$ cat config.mk
export PLATFORM = sky130hd
export DESIGN_NAME = hit_miss_range_error_metrics
export DESIGN_NICKNAME = d
export VERILOG_FILES = /design/src/rtl/hmre_pkg.sv /design/src/rtl/hmre_sqrt.sv /design/src/rtl/hmre_div.sv /design/src/rtl/hit_miss_range_error_metrics.sv
export SDC_FILE = /design/constraint.sdc
export NUM_CORES = 2
export LEC_CHECK = 0
export BUFFER_PORTS_ARGS = -buffer_cell sky130_fd_sc_hd__buf_2
export CORE_AREA = 3 3 302 528
export CTS_CLUSTER_DIAMETER = 200
export DETAILED_ROUTE_END_ITERATION = 10
export DIE_AREA = 0 0 305 531
export HOLD_SLACK_MARGIN = 0.03
export PLACE_DENSITY = 0.47
export SLEW_MARGIN = 20
export SYNTH_ARGS = -nofsm -noshare
export SYNTH_HDL_FRONTEND = slang
export SYNTH_SLANG_ARGS = --single-unit
$ cat constraint.sdc
create_clock -name i_clk -period 12.55 [get_ports i_clk]
set_input_delay 0 -clock i_clk [delete_from_list [all_inputs] [get_ports i_clk]]
set_output_delay 0 -clock i_clk [all_outputs]
set_load 0.02 [all_outputs]
$ cat src/rtl/hmre_pkg.sv
// shared constants and transfer types for the hit/miss range error metrics block
package hmre_pkg;

    localparam int COUNT_BITS   = 20;
    localparam int COORD_BITS   = 24;
    localparam int N_AXES       = 3;
    localparam int Q_SHIFT      = 16;
    localparam int FRAC_BITS    = Q_SHIFT + 1;
    localparam int MEAN_BITS    = COORD_BITS + 1;
    localparam int ERR_BITS     = COUNT_BITS + COORD_BITS + 1;
    localparam int SQ_BITS      = 2 * COORD_BITS + 2;
    localparam int ROOT_BITS    = COORD_BITS + 1;
    localparam int DEN_BITS     = COUNT_BITS + 1;
    localparam int DIV_NUM_BITS = (ERR_BITS > COUNT_BITS + Q_SHIFT) ?
                                  ERR_BITS : COUNT_BITS + Q_SHIFT;

    typedef struct packed {
        logic                         real_hit;
        logic                         sim_hit;
        logic signed [COORD_BITS-1:0] real_x;
        logic signed [COORD_BITS-1:0] real_y;
        logic signed [COORD_BITS-1:0] real_z;
        logic signed [COORD_BITS-1:0] sim_x;
        logic signed [COORD_BITS-1:0] sim_y;
        logic signed [COORD_BITS-1:0] sim_z;
        logic                         last_ray;
    } t_in_item;

    typedef struct packed {
        logic [COUNT_BITS-1:0] true_hit_count;
        logic [COUNT_BITS-1:0] false_hit_count;
        logic [COUNT_BITS-1:0] false_miss_count;
        logic [COUNT_BITS-1:0] true_miss_count;
        logic [MEAN_BITS-1:0]  mean_hit_error;
        logic                  mean_valid;
        logic [FRAC_BITS-1:0]  precision_frac;
        logic                  precision_valid;
        logic [FRAC_BITS-1:0]  recall_frac;
        logic                  recall_valid;
    } t_out_item;

endpackage

$ cat src/rtl/hmre_sqrt.sv
// bit-serial integer square root, two radicand bits per cycle
module hmre_sqrt (
    input  logic                           i_clk,
    input  logic                           i_rst_n,
    input  logic                           i_start,
    input  logic [hmre_pkg::SQ_BITS-1:0]   i_radicand,
    output logic                           o_done,
    output logic [hmre_pkg::ROOT_BITS-1:0] o_root
);
    import hmre_pkg::*;

    localparam int STEPS    = SQ_BITS / 2;
    localparam int CNT_BITS = (STEPS > 1) ? $clog2(STEPS) : 1;
    localparam int REM_BITS = ROOT_BITS + 2;

    logic                 r_busy;
    logic                 r_done;
    logic [CNT_BITS-1:0]  r_cnt;
    logic [SQ_BITS-1:0]   r_rad;
    logic [REM_BITS-1:0]  r_rem;
    logic [ROOT_BITS-1:0] r_root;

    logic [REM_BITS-1:0]  w_rem_sh;
    logic [REM_BITS-1:0]  w_trial;
    logic                 w_fit;

    assign w_rem_sh = {r_rem[REM_BITS-3:0], r_rad[SQ_BITS-1 -: 2]};
    assign w_trial  = {r_root, 2'b01};
    assign w_fit    = (w_rem_sh >= w_trial);

    always_ff @(posedge i_clk) begin
        if (!i_rst_n) begin
            r_busy <= 1'b0;
            r_done <= 1'b0;
            r_cnt  <= '0;
        end else begin
            r_done <= 1'b0;
            if (i_start) begin
                r_busy <= 1'b1;
                r_cnt  <= CNT_BITS'(STEPS - 1);
                r_rad  <= i_radicand;
                r_rem  <= '0;
                r_root <= '0;
            end else if (r_busy) begin
                r_rad  <= {r_rad[SQ_BITS-3:0], 2'b00};
                r_rem  <= w_fit ? (w_rem_sh - w_trial) : w_rem_sh;
                r_root <= {r_root[ROOT_BITS-2:0], w_fit};
                r_cnt  <= r_cnt - 1'b1;
                if (r_cnt == '0) begin
                    r_busy <= 1'b0;
                    r_done <= 1'b1;
                end
            end
        end
    end

    assign o_done = r_done;
    assign o_root = r_root;

endmodule

$ cat src/rtl/hmre_div.sv
// restoring shift-subtract divider, one quotient bit per cycle
module hmre_div (
    input  logic                              i_clk,
    input  logic                              i_rst_n,
    input  logic                              i_start,
    input  logic [hmre_pkg::DIV_NUM_BITS-1:0] i_num,
    input  logic [hmre_pkg::DEN_BITS-1:0]     i_den,
    output logic                              o_done,
    output logic [hmre_pkg::DIV_NUM_BITS-1:0] o_quot
);
    import hmre_pkg::*;

    localparam int CNT_BITS = $clog2(DIV_NUM_BITS);

    logic                    r_busy;
    logic                    r_done;
    logic [CNT_BITS-1:0]     r_cnt;
    logic [DIV_NUM_BITS-1:0] r_num;
    logic [DEN_BITS-1:0]     r_den;
    logic [DEN_BITS-1:0]     r_rem;

    logic [DEN_BITS:0]       w_sh;
    logic [DEN_BITS:0]       w_sub;
    logic                    w_fit;

    assign w_sh  = {r_rem, r_num[DIV_NUM_BITS-1]};
    assign w_fit = (w_sh >= {1'b0, r_den});
    assign w_sub = w_sh - {1'b0, r_den};

    always_ff @(posedge i_clk) begin
        if (!i_rst_n) begin
            r_busy <= 1'b0;
            r_done <= 1'b0;
            r_cnt  <= '0;
        end else begin
            r_done <= 1'b0;
            if (i_start) begin
                r_busy <= 1'b1;
                r_cnt  <= CNT_BITS'(DIV_NUM_BITS - 1);
                r_num  <= i_num;
                r_den  <= i_den;
                r_rem  <= '0;
            end else if (r_busy) begin
                r_rem <= w_fit ? w_sub[DEN_BITS-1:0] : w_sh[DEN_BITS-1:0];
                r_num <= {r_num[DIV_NUM_BITS-2:0], w_fit};
                r_cnt <= r_cnt - 1'b1;
                if (r_cnt == '0) begin
                    r_busy <= 1'b0;
                    r_done <= 1'b1;
                end
            end
        end
    end

    assign o_done = r_done;
    assign o_quot = r_num;

endmodule

$ cat src/rtl/hit_miss_range_error_metrics.sv
// top level: ray classification, error accumulation and end-of-run metrics
//
//  channel | direction | payload    | transfer when
//  in      | input     | t_in_item  | i_in_valid & o_in_ready
//  out     | output    | t_out_item | o_out_valid & i_out_ready
//
//  a ray that is not a true hit is counted when it is taken
//  a true hit is taken, squared per axis on the shared multiplier, then the root is started,
//  the bit-serial square root runs and the error sum is updated
//  a last ray then adds three divisions, each skipped when its divisor is zero
//  the result sits in an output register; a new ray is taken while it waits
//  reset clears all counters, the error sum and the output valid, and opens the input
module hit_miss_range_error_metrics (
    input  logic                 i_clk,
    input  logic                 i_rst_n,
    input  logic                 i_in_valid,
    output logic                 o_in_ready,
    input  hmre_pkg::t_in_item   i_in_data,
    output logic                 o_out_valid,
    input  logic                 i_out_ready,
    output hmre_pkg::t_out_item  o_out_data
);
    import hmre_pkg::*;

    typedef enum logic [2:0] {
        S_IDLE,
        S_SQ,
        S_ROOT,
        S_DIV,
        S_DIVW,
        S_EMIT
    } t_state;

    typedef enum logic [1:0] {
        P_MEAN,
        P_PREC,
        P_REC
    } t_phase;

    t_state                  r_state;
    t_phase                  r_phase;
    t_in_item                r_item;
    logic [1:0]              r_k;
    logic [2*COORD_BITS-1:0] r_prod;
    logic [SQ_BITS-1:0]      r_acc;
    logic                    r_last;
    logic                    r_sq_start;
    logic                    r_div_start;
    logic [COUNT_BITS-1:0]   r_th;
    logic [COUNT_BITS-1:0]   r_fh;
    logic [COUNT_BITS-1:0]   r_fm;
    logic [COUNT_BITS-1:0]   r_tm;
    logic [ERR_BITS-1:0]     r_err;
    logic [MEAN_BITS-1:0]    r_mean;
    logic                    r_mean_v;
    logic [FRAC_BITS-1:0]    r_prec;
    logic                    r_prec_v;
    logic [FRAC_BITS-1:0]    r_rec;
    logic                    r_rec_v;
    logic                    r_out_valid;
    t_out_item               r_out;

    logic signed [COORD_BITS-1:0] w_a;
    logic signed [COORD_BITS-1:0] w_b;
    logic signed [COORD_BITS:0]   w_diff;
    logic [COORD_BITS:0]          w_mag;
    logic [COORD_BITS-1:0]        w_abs;
    logic [2*COORD_BITS-1:0]      w_sq;
    logic                         w_sq_done;
    logic [ROOT_BITS-1:0]         w_root;
    logic [ERR_BITS:0]            w_err_sum;
    logic [DIV_NUM_BITS-1:0]      w_num;
    logic [DEN_BITS-1:0]          w_den;
    logic                         w_div_done;
    logic [DIV_NUM_BITS-1:0]      w_quot;
    logic                         w_accept;
    logic                         w_true_hit;

    assign w_accept   = i_in_valid && o_in_ready;
    assign w_true_hit = i_in_data.real_hit && i_in_data.sim_hit;

    // coordinate pair for the current axis
    always_comb begin
        case (r_k)
            2'd0:    begin w_a = r_item.real_x; w_b = r_item.sim_x; end
            2'd1:    begin w_a = r_item.real_y; w_b = r_item.sim_y; end
            default: begin w_a = r_item.real_z; w_b = r_item.sim_z; end
        endcase
    end

    assign w_diff = {w_a[COORD_BITS-1], w_a} - {w_b[COORD_BITS-1], w_b};
    assign w_mag  = w_diff[COORD_BITS] ? (~w_diff + 1'b1) : w_diff;
    assign w_abs  = w_mag[COORD_BITS-1:0];
    assign w_sq   = w_abs * w_abs;

    assign w_err_sum = {1'b0, r_err} + (ERR_BITS + 1)'(w_root);

    // operands of the shared divider
    always_comb begin
        unique case (r_phase)
            P_MEAN: begin
                w_num = DIV_NUM_BITS'(r_err);
                w_den = {1'b0, r_th};
            end
            P_PREC: begin
                w_num = DIV_NUM_BITS'({r_th, {Q_SHIFT{1'b0}}});
                w_den = {1'b0, r_th} + {1'b0, r_fh};
            end
            P_REC: begin
                w_num = DIV_NUM_BITS'({r_th, {Q_SHIFT{1'b0}}});
                w_den = {1'b0, r_th} + {1'b0, r_fm};
            end
            default: begin
                w_num = '0;
                w_den = '0;
            end
        endcase
    end

    hmre_sqrt u_sqrt (
        .i_clk      (i_clk),
        .i_rst_n    (i_rst_n),
        .i_start    (r_sq_start),
        .i_radicand (r_acc),
        .o_done     (w_sq_done),
        .o_root     (w_root)
    );

    hmre_div u_div (
        .i_clk   (i_clk),
        .i_rst_n (i_rst_n),
        .i_start (r_div_start),
        .i_num   (w_num),
        .i_den   (w_den),
        .o_done  (w_div_done),
        .o_quot  (w_quot)
    );

    always_ff @(posedge i_clk) begin
        if (!i_rst_n) begin
            r_state     <= S_IDLE;
            r_phase     <= P_MEAN;
            r_k         <= '0;
            r_last      <= 1'b0;
            r_sq_start  <= 1'b0;
            r_div_start <= 1'b0;
            r_th        <= '0;
            r_fh        <= '0;
            r_fm        <= '0;
            r_tm        <= '0;
            r_err       <= '0;
            r_out_valid <= 1'b0;
        end else begin
            r_sq_start  <= 1'b0;
            r_div_start <= 1'b0;
            if (r_out_valid && i_out_ready && (r_state != S_EMIT)) begin
                r_out_valid <= 1'b0;
            end
            unique case (r_state)
                S_IDLE: begin
                    if (w_accept) begin
                        r_item <= i_in_data;
                        r_last <= i_in_data.last_ray;
                        if (w_true_hit) begin
                            if (r_th != '1) r_th <= r_th + 1'b1;
                            r_k     <= '0;
                            r_acc   <= '0;
                            r_state <= S_SQ;
                        end else begin
                            if (i_in_data.sim_hit) begin
                                if (r_fh != '1) r_fh <= r_fh + 1'b1;
                            end else if (i_in_data.real_hit) begin
                                if (r_fm != '1) r_fm <= r_fm + 1'b1;
                            end else begin
                                if (r_tm != '1) r_tm <= r_tm + 1'b1;
                            end
                            if (i_in_data.last_ray) begin
                                r_phase <= P_MEAN;
                                r_state <= S_DIV;
                            end
                        end
                    end
                end
                S_SQ: begin
                    r_prod <= w_sq;
                    if (r_k != 2'd0) begin
                        r_acc <= r_acc + SQ_BITS'(r_prod);
                    end
                    r_k <= r_k + 1'b1;
                    if (r_k == 2'(N_AXES)) begin
                        r_sq_start <= 1'b1;
                        r_state    <= S_ROOT;
                    end
                end
                S_ROOT: begin
                    if (w_sq_done) begin
                        r_err <= w_err_sum[ERR_BITS] ? '1 : w_err_sum[ERR_BITS-1:0];
                        if (r_last) begin
                            r_phase <= P_MEAN;
                            r_state <= S_DIV;
                        end else begin
                            r_state <= S_IDLE;
                        end
                    end
                end
                S_DIV: begin
                    if (w_den == '0) begin
                        unique case (r_phase)
                            P_MEAN: begin r_mean <= '0; r_mean_v <= 1'b0; end
                            P_PREC: begin r_prec <= '0; r_prec_v <= 1'b0; end
                            default: begin r_rec <= '0; r_rec_v <= 1'b0; end
                        endcase
                        if (r_phase == P_REC) begin
                            r_state <= S_EMIT;
                        end else begin
                            r_phase <= t_phase'(r_phase + 1'b1);
                        end
                    end else begin
                        r_div_start <= 1'b1;
                        r_state     <= S_DIVW;
                    end
                end
                S_DIVW: begin
                    if (w_div_done) begin
                        unique case (r_phase)
                            P_MEAN: begin
                                r_mean   <= (|w_quot[DIV_NUM_BITS-1:MEAN_BITS]) ?
                                            '1 : w_quot[MEAN_BITS-1:0];
                                r_mean_v <= 1'b1;
                            end
                            P_PREC: begin
                                r_prec   <= w_quot[FRAC_BITS-1:0];
                                r_prec_v <= 1'b1;
                            end
                            default: begin
                                r_rec   <= w_quot[FRAC_BITS-1:0];
                                r_rec_v <= 1'b1;
                            end
                        endcase
                        if (r_phase == P_REC) begin
                            r_state <= S_EMIT;
                        end else begin
                            r_phase <= t_phase'(r_phase + 1'b1);
                            r_state <= S_DIV;
                        end
                    end
                end
                S_EMIT: begin
                    if (!r_out_valid || i_out_ready) begin
                        r_out_valid                <= 1'b1;
                        r_out.true_hit_count       <= r_th;
                        r_out.false_hit_count      <= r_fh;
                        r_out.false_miss_count     <= r_fm;
                        r_out.true_miss_count      <= r_tm;
                        r_out.mean_hit_error       <= r_mean;
                        r_out.mean_valid           <= r_mean_v;
                        r_out.precision_frac       <= r_prec;
                        r_out.precision_valid      <= r_prec_v;
                        r_out.recall_frac          <= r_rec;
                        r_out.recall_valid         <= r_rec_v;
                        r_th                       <= '0;
                        r_fh                       <= '0;
                        r_fm                       <= '0;
                        r_tm                       <= '0;
                        r_err                      <= '0;
                        r_state                    <= S_IDLE;
                    end
                end
                default: r_state <= S_IDLE;
            endcase
        end
    end

    assign o_in_ready  = (r_state == S_IDLE);
    assign o_out_valid = r_out_valid;
    assign o_out_data  = r_out;

endmodule

==> impl_metrics.env <==
export IMPL_clk_path_buf_depth=3
export IMPL_r2r_cells=41
export IMPL_vias=39277
export IMPL_firstDrtPassIters=5
export IMPL_synth_flop_cell="edfxtp_1"
export IMPL_fillerInstances=15036
export IMPL_seq_area_frac_synth_pct=40.5
export IMPL_fmax_mhz=83.3
export IMPL_wl_per_cell_um=19.8
export IMPL_crit_path_frequent_cell="fa_1"
export IMPL_ys_ff_latch=783
export IMPL_dp_hpwl_um=121000
export IMPL_cp_required_ps=12950
export IMPL_cts_tree="yes"
export IMPL_numClockSinks=783
export IMPL_syn_avg_cell_area_sq_um=10.6
export IMPL_async_flop_share_pct=0
export IMPL_path_max_fanout=23
export IMPL_fp_row_count=192
export IMPL_layout_commonest_cell="inv_1"
export IMPL_hp_class="in2reg"
export IMPL_overflow=0
export IMPL_initial_core_util_pct=34.8
export IMPL_clk_pin_slew_ps=70
export IMPL_drt_iter0_drc=1787
export IMPL_period_needed_ps=12000
export IMPL_status="finished, final reports clean"
export IMPL_cp_arrival_ps=12400
export IMPL_vias_per_cell=5.01
export IMPL_timing_rr_start="r_k[0]"
export IMPL_layout_drive_gt1_share_pct=12.1
export IMPL_nets=6672
export IMPL_tightestPinTransition_ps=1120
export IMPL_r2r_slack_ps=550
export IMPL_slew_viol_final=0
export IMPL_die_w_um=305
export IMPL_layout_common_cells="inv_1 (659), edfxtp_1 (632), nor2_1 (535)"
export IMPL_synth_warnings=0
export IMPL_startpoint_type="flop"
export IMPL_design_die_area_sq_um=162000
export IMPL_synth_edff_count=632
export IMPL_cp_buffers_inverters=9
export IMPL_io_pin_count=295
export IMPL_slowest_delay_ps=660
export IMPL_worstSetupPathType="reg2reg"
export IMPL_ant_nets=0
export IMPL_period_share_pct=95.6
export IMPL_htree_num_levels=3
export IMPL_core_sq_um=156000
export IMPL_synthesis_area_sq_um=54300
export IMPL_setup_viol=0
export IMPL_crit_family="adder cells"
export IMPL_grtUsageTotal_pct=19.2
export IMPL_hold_path_cell_count=4
export IMPL_grt_pass1_vias=42817
export IMPL_wl_um=155000
export IMPL_rr_endpoint="r_prod[47]"
export IMPL_root_buffer="clkbuf_16"
export IMPL_grt_max_degree=96
export IMPL_antenna_found_initial=1
export IMPL_netlist_instances=5131
export IMPL_maxCapViolations=0
export IMPL_synth_cell_types=91
export IMPL_cpMaxStageDelayCell="or4b_1"
export IMPL_drc=0
export IMPL_grt_pass1_wl_um=243000
export IMPL_relSlewSlack_pct=25.6
export IMPL_cp_end_kind="flop"
export IMPL_cts_buffers=80
export IMPL_syn2layout_area_growth_pct=18.7
export IMPL_portBuffers=294
export IMPL_whs_endpoint="o_out_valid"
export IMPL_clk_latency_ps=700
export IMPL_setup_tns_ps=0
export IMPL_place_congestion=0.919
export IMPL_synth_nets=6060
export IMPL_hold_viol_final=0
export IMPL_die_y_um=531
export IMPL_skew_ps=45.6
export IMPL_worst_hold_startpoint="i_out_ready"
-- worst register-to-register path, delay by kind of cell, from the launching register on --
family / cells / cell delay [ps]
fa+ha+maj: 10 / 4830
mux: 1 / 300
simple gates: 7 / 1700
flops: 1 / 410
xor+xnor: 1 / 380
buf+inv: 9 / 1160
compound gates: 13 / 2940
-- how the worst max path moves through the flow --
stage,start,endpoint,cells past startpoint
2_1_floorplan,r_k[0],r_prod[42],44
4_1_cts,r_k[0],r_prod[47],39
3_3_place_gp,r_k[0],r_prod[47],39
5_1_grt,r_k[0],r_prod[47],43
3_5_place_dp,r_k[0],r_prod[47],39
6_report,r_k[0],r_prod[47],41
-- synthesized netlist by cell type (all sizes together) (7+ instances only) --
cell type / number / area, sq um
clkbuf: 142 / 533
xnor2: 158 / 1430
o22ai: 9 / 56.3
a31o: 8 / 70.1
or4: 10 / 75.1
nand2b: 53 / 332
a211oi: 28 / 210
o211a: 7 / 70.1
and3: 47 / 294
nand2: 368 / 1380
a2111oi: 7 / 80.1
fa: 429 / 8590
a22o: 26 / 228
nand3: 115 / 576
xor2: 106 / 928
and2: 20 / 125
a21boi: 15 / 113
nor2: 545 / 2050
o31ai: 18 / 140
a311oi: 15 / 131
ha: 349 / 4370
nand4: 49 / 307
or2: 21 / 131
inv: 670 / 2510
edfxtp: 632 / 19000
mux2i: 46 / 460
or3: 37 / 236
o211ai: 15 / 113
mux2: 69 / 777
a31oi: 25 / 156
o21ai: 191 / 956
a21oi: 268 / 1340
o21a: 29 / 218
a21o: 118 / 886
dfxtp: 151 / 3020
nor3: 59 / 300
and4: 14 / 123
a22oi: 50 / 375
buf: 39 / 181
nor2b: 33 / 206
nor4: 19 / 138
o21bai: 30 / 225
-- per-stage QoR --
step	std cells	cell area [sq um]	setup WS, ps	utilization, %	hold WS, ps
2_1_floorplan	5131	54300	1550	-	98.9
3_3_place_gp	7400	58700	399	37.6	177
3_5_place_dp	7400	58700	105	37.6	178
4_1_cts	7840	64400	4.78	41.3	240
5_1_grt	7843	64500	-54.8	41.4	315
6_report	7843	64500	549	41.4	308
-- cells by family (layout without fill, tap and decap cells) --
family	Yosys count	count (layout)	share of synthesized area, %
AOI/OAI and AO/OA	929	929	11.2
xor gates and xnor gates	265	265	4.38
adders and majority gates	778	778	23.9
buffers and inverters	852	1526	5.95
DFF	783	783	40.5
muxes	115	115	2.28
other	0	1	0
and+or+nand+nor	1409	1409	11.8
-- final cells by class --
cell class	instances	area [sq um]	area share [%]
clock inverters	50	642	0.996
well taps	2037	2550	3.95
inverters	671	2520	3.91
diodes	1	2.50	0.00388
repair buffers	711	5400	8.37
clock buffers	94	2110	3.27
flip-flops and latches	783	22000	34.1
multi-input cells	3496	29200	45.4
-- timing repair --
| action | in CTS | in global routing |
|---|---|---|
| endpoints found under the setup margin | 0 | 9 |
| hold endpoints to repair | 171 | 0 |
| buffers inserted | 0 | 2 |
| gates resized for setup | 0 | 15 |
| hold buffers | 296 | 0 |
-- metal layers --
layer,vias to the layer above,wire (um),GRT usage [%],share of wire [%]
li1,18809,-,-,-
met1,19287,53900,18.6,35
met2,840,88400,39.6,57
met3,341,4570,2.10,2.9
met4,0,8000,9.27,5.2
met5,-,0,0,0
-- state kept, by name, summed over array words and instances (netlist names), 25 cells and up --
signal         cells
o_out_data       142
r_acc             50
r_err             45
r_item           144
r_mean            25
r_prod            47
u_div.o_quot      45
u_sqrt.o_root     25
u_sqrt.r_rad      50
u_sqrt.r_rem      25
Power is left out: the tool's default activity adds up to more than one toggle a clock period on the data nets, which glitch-free logic cannot reach.
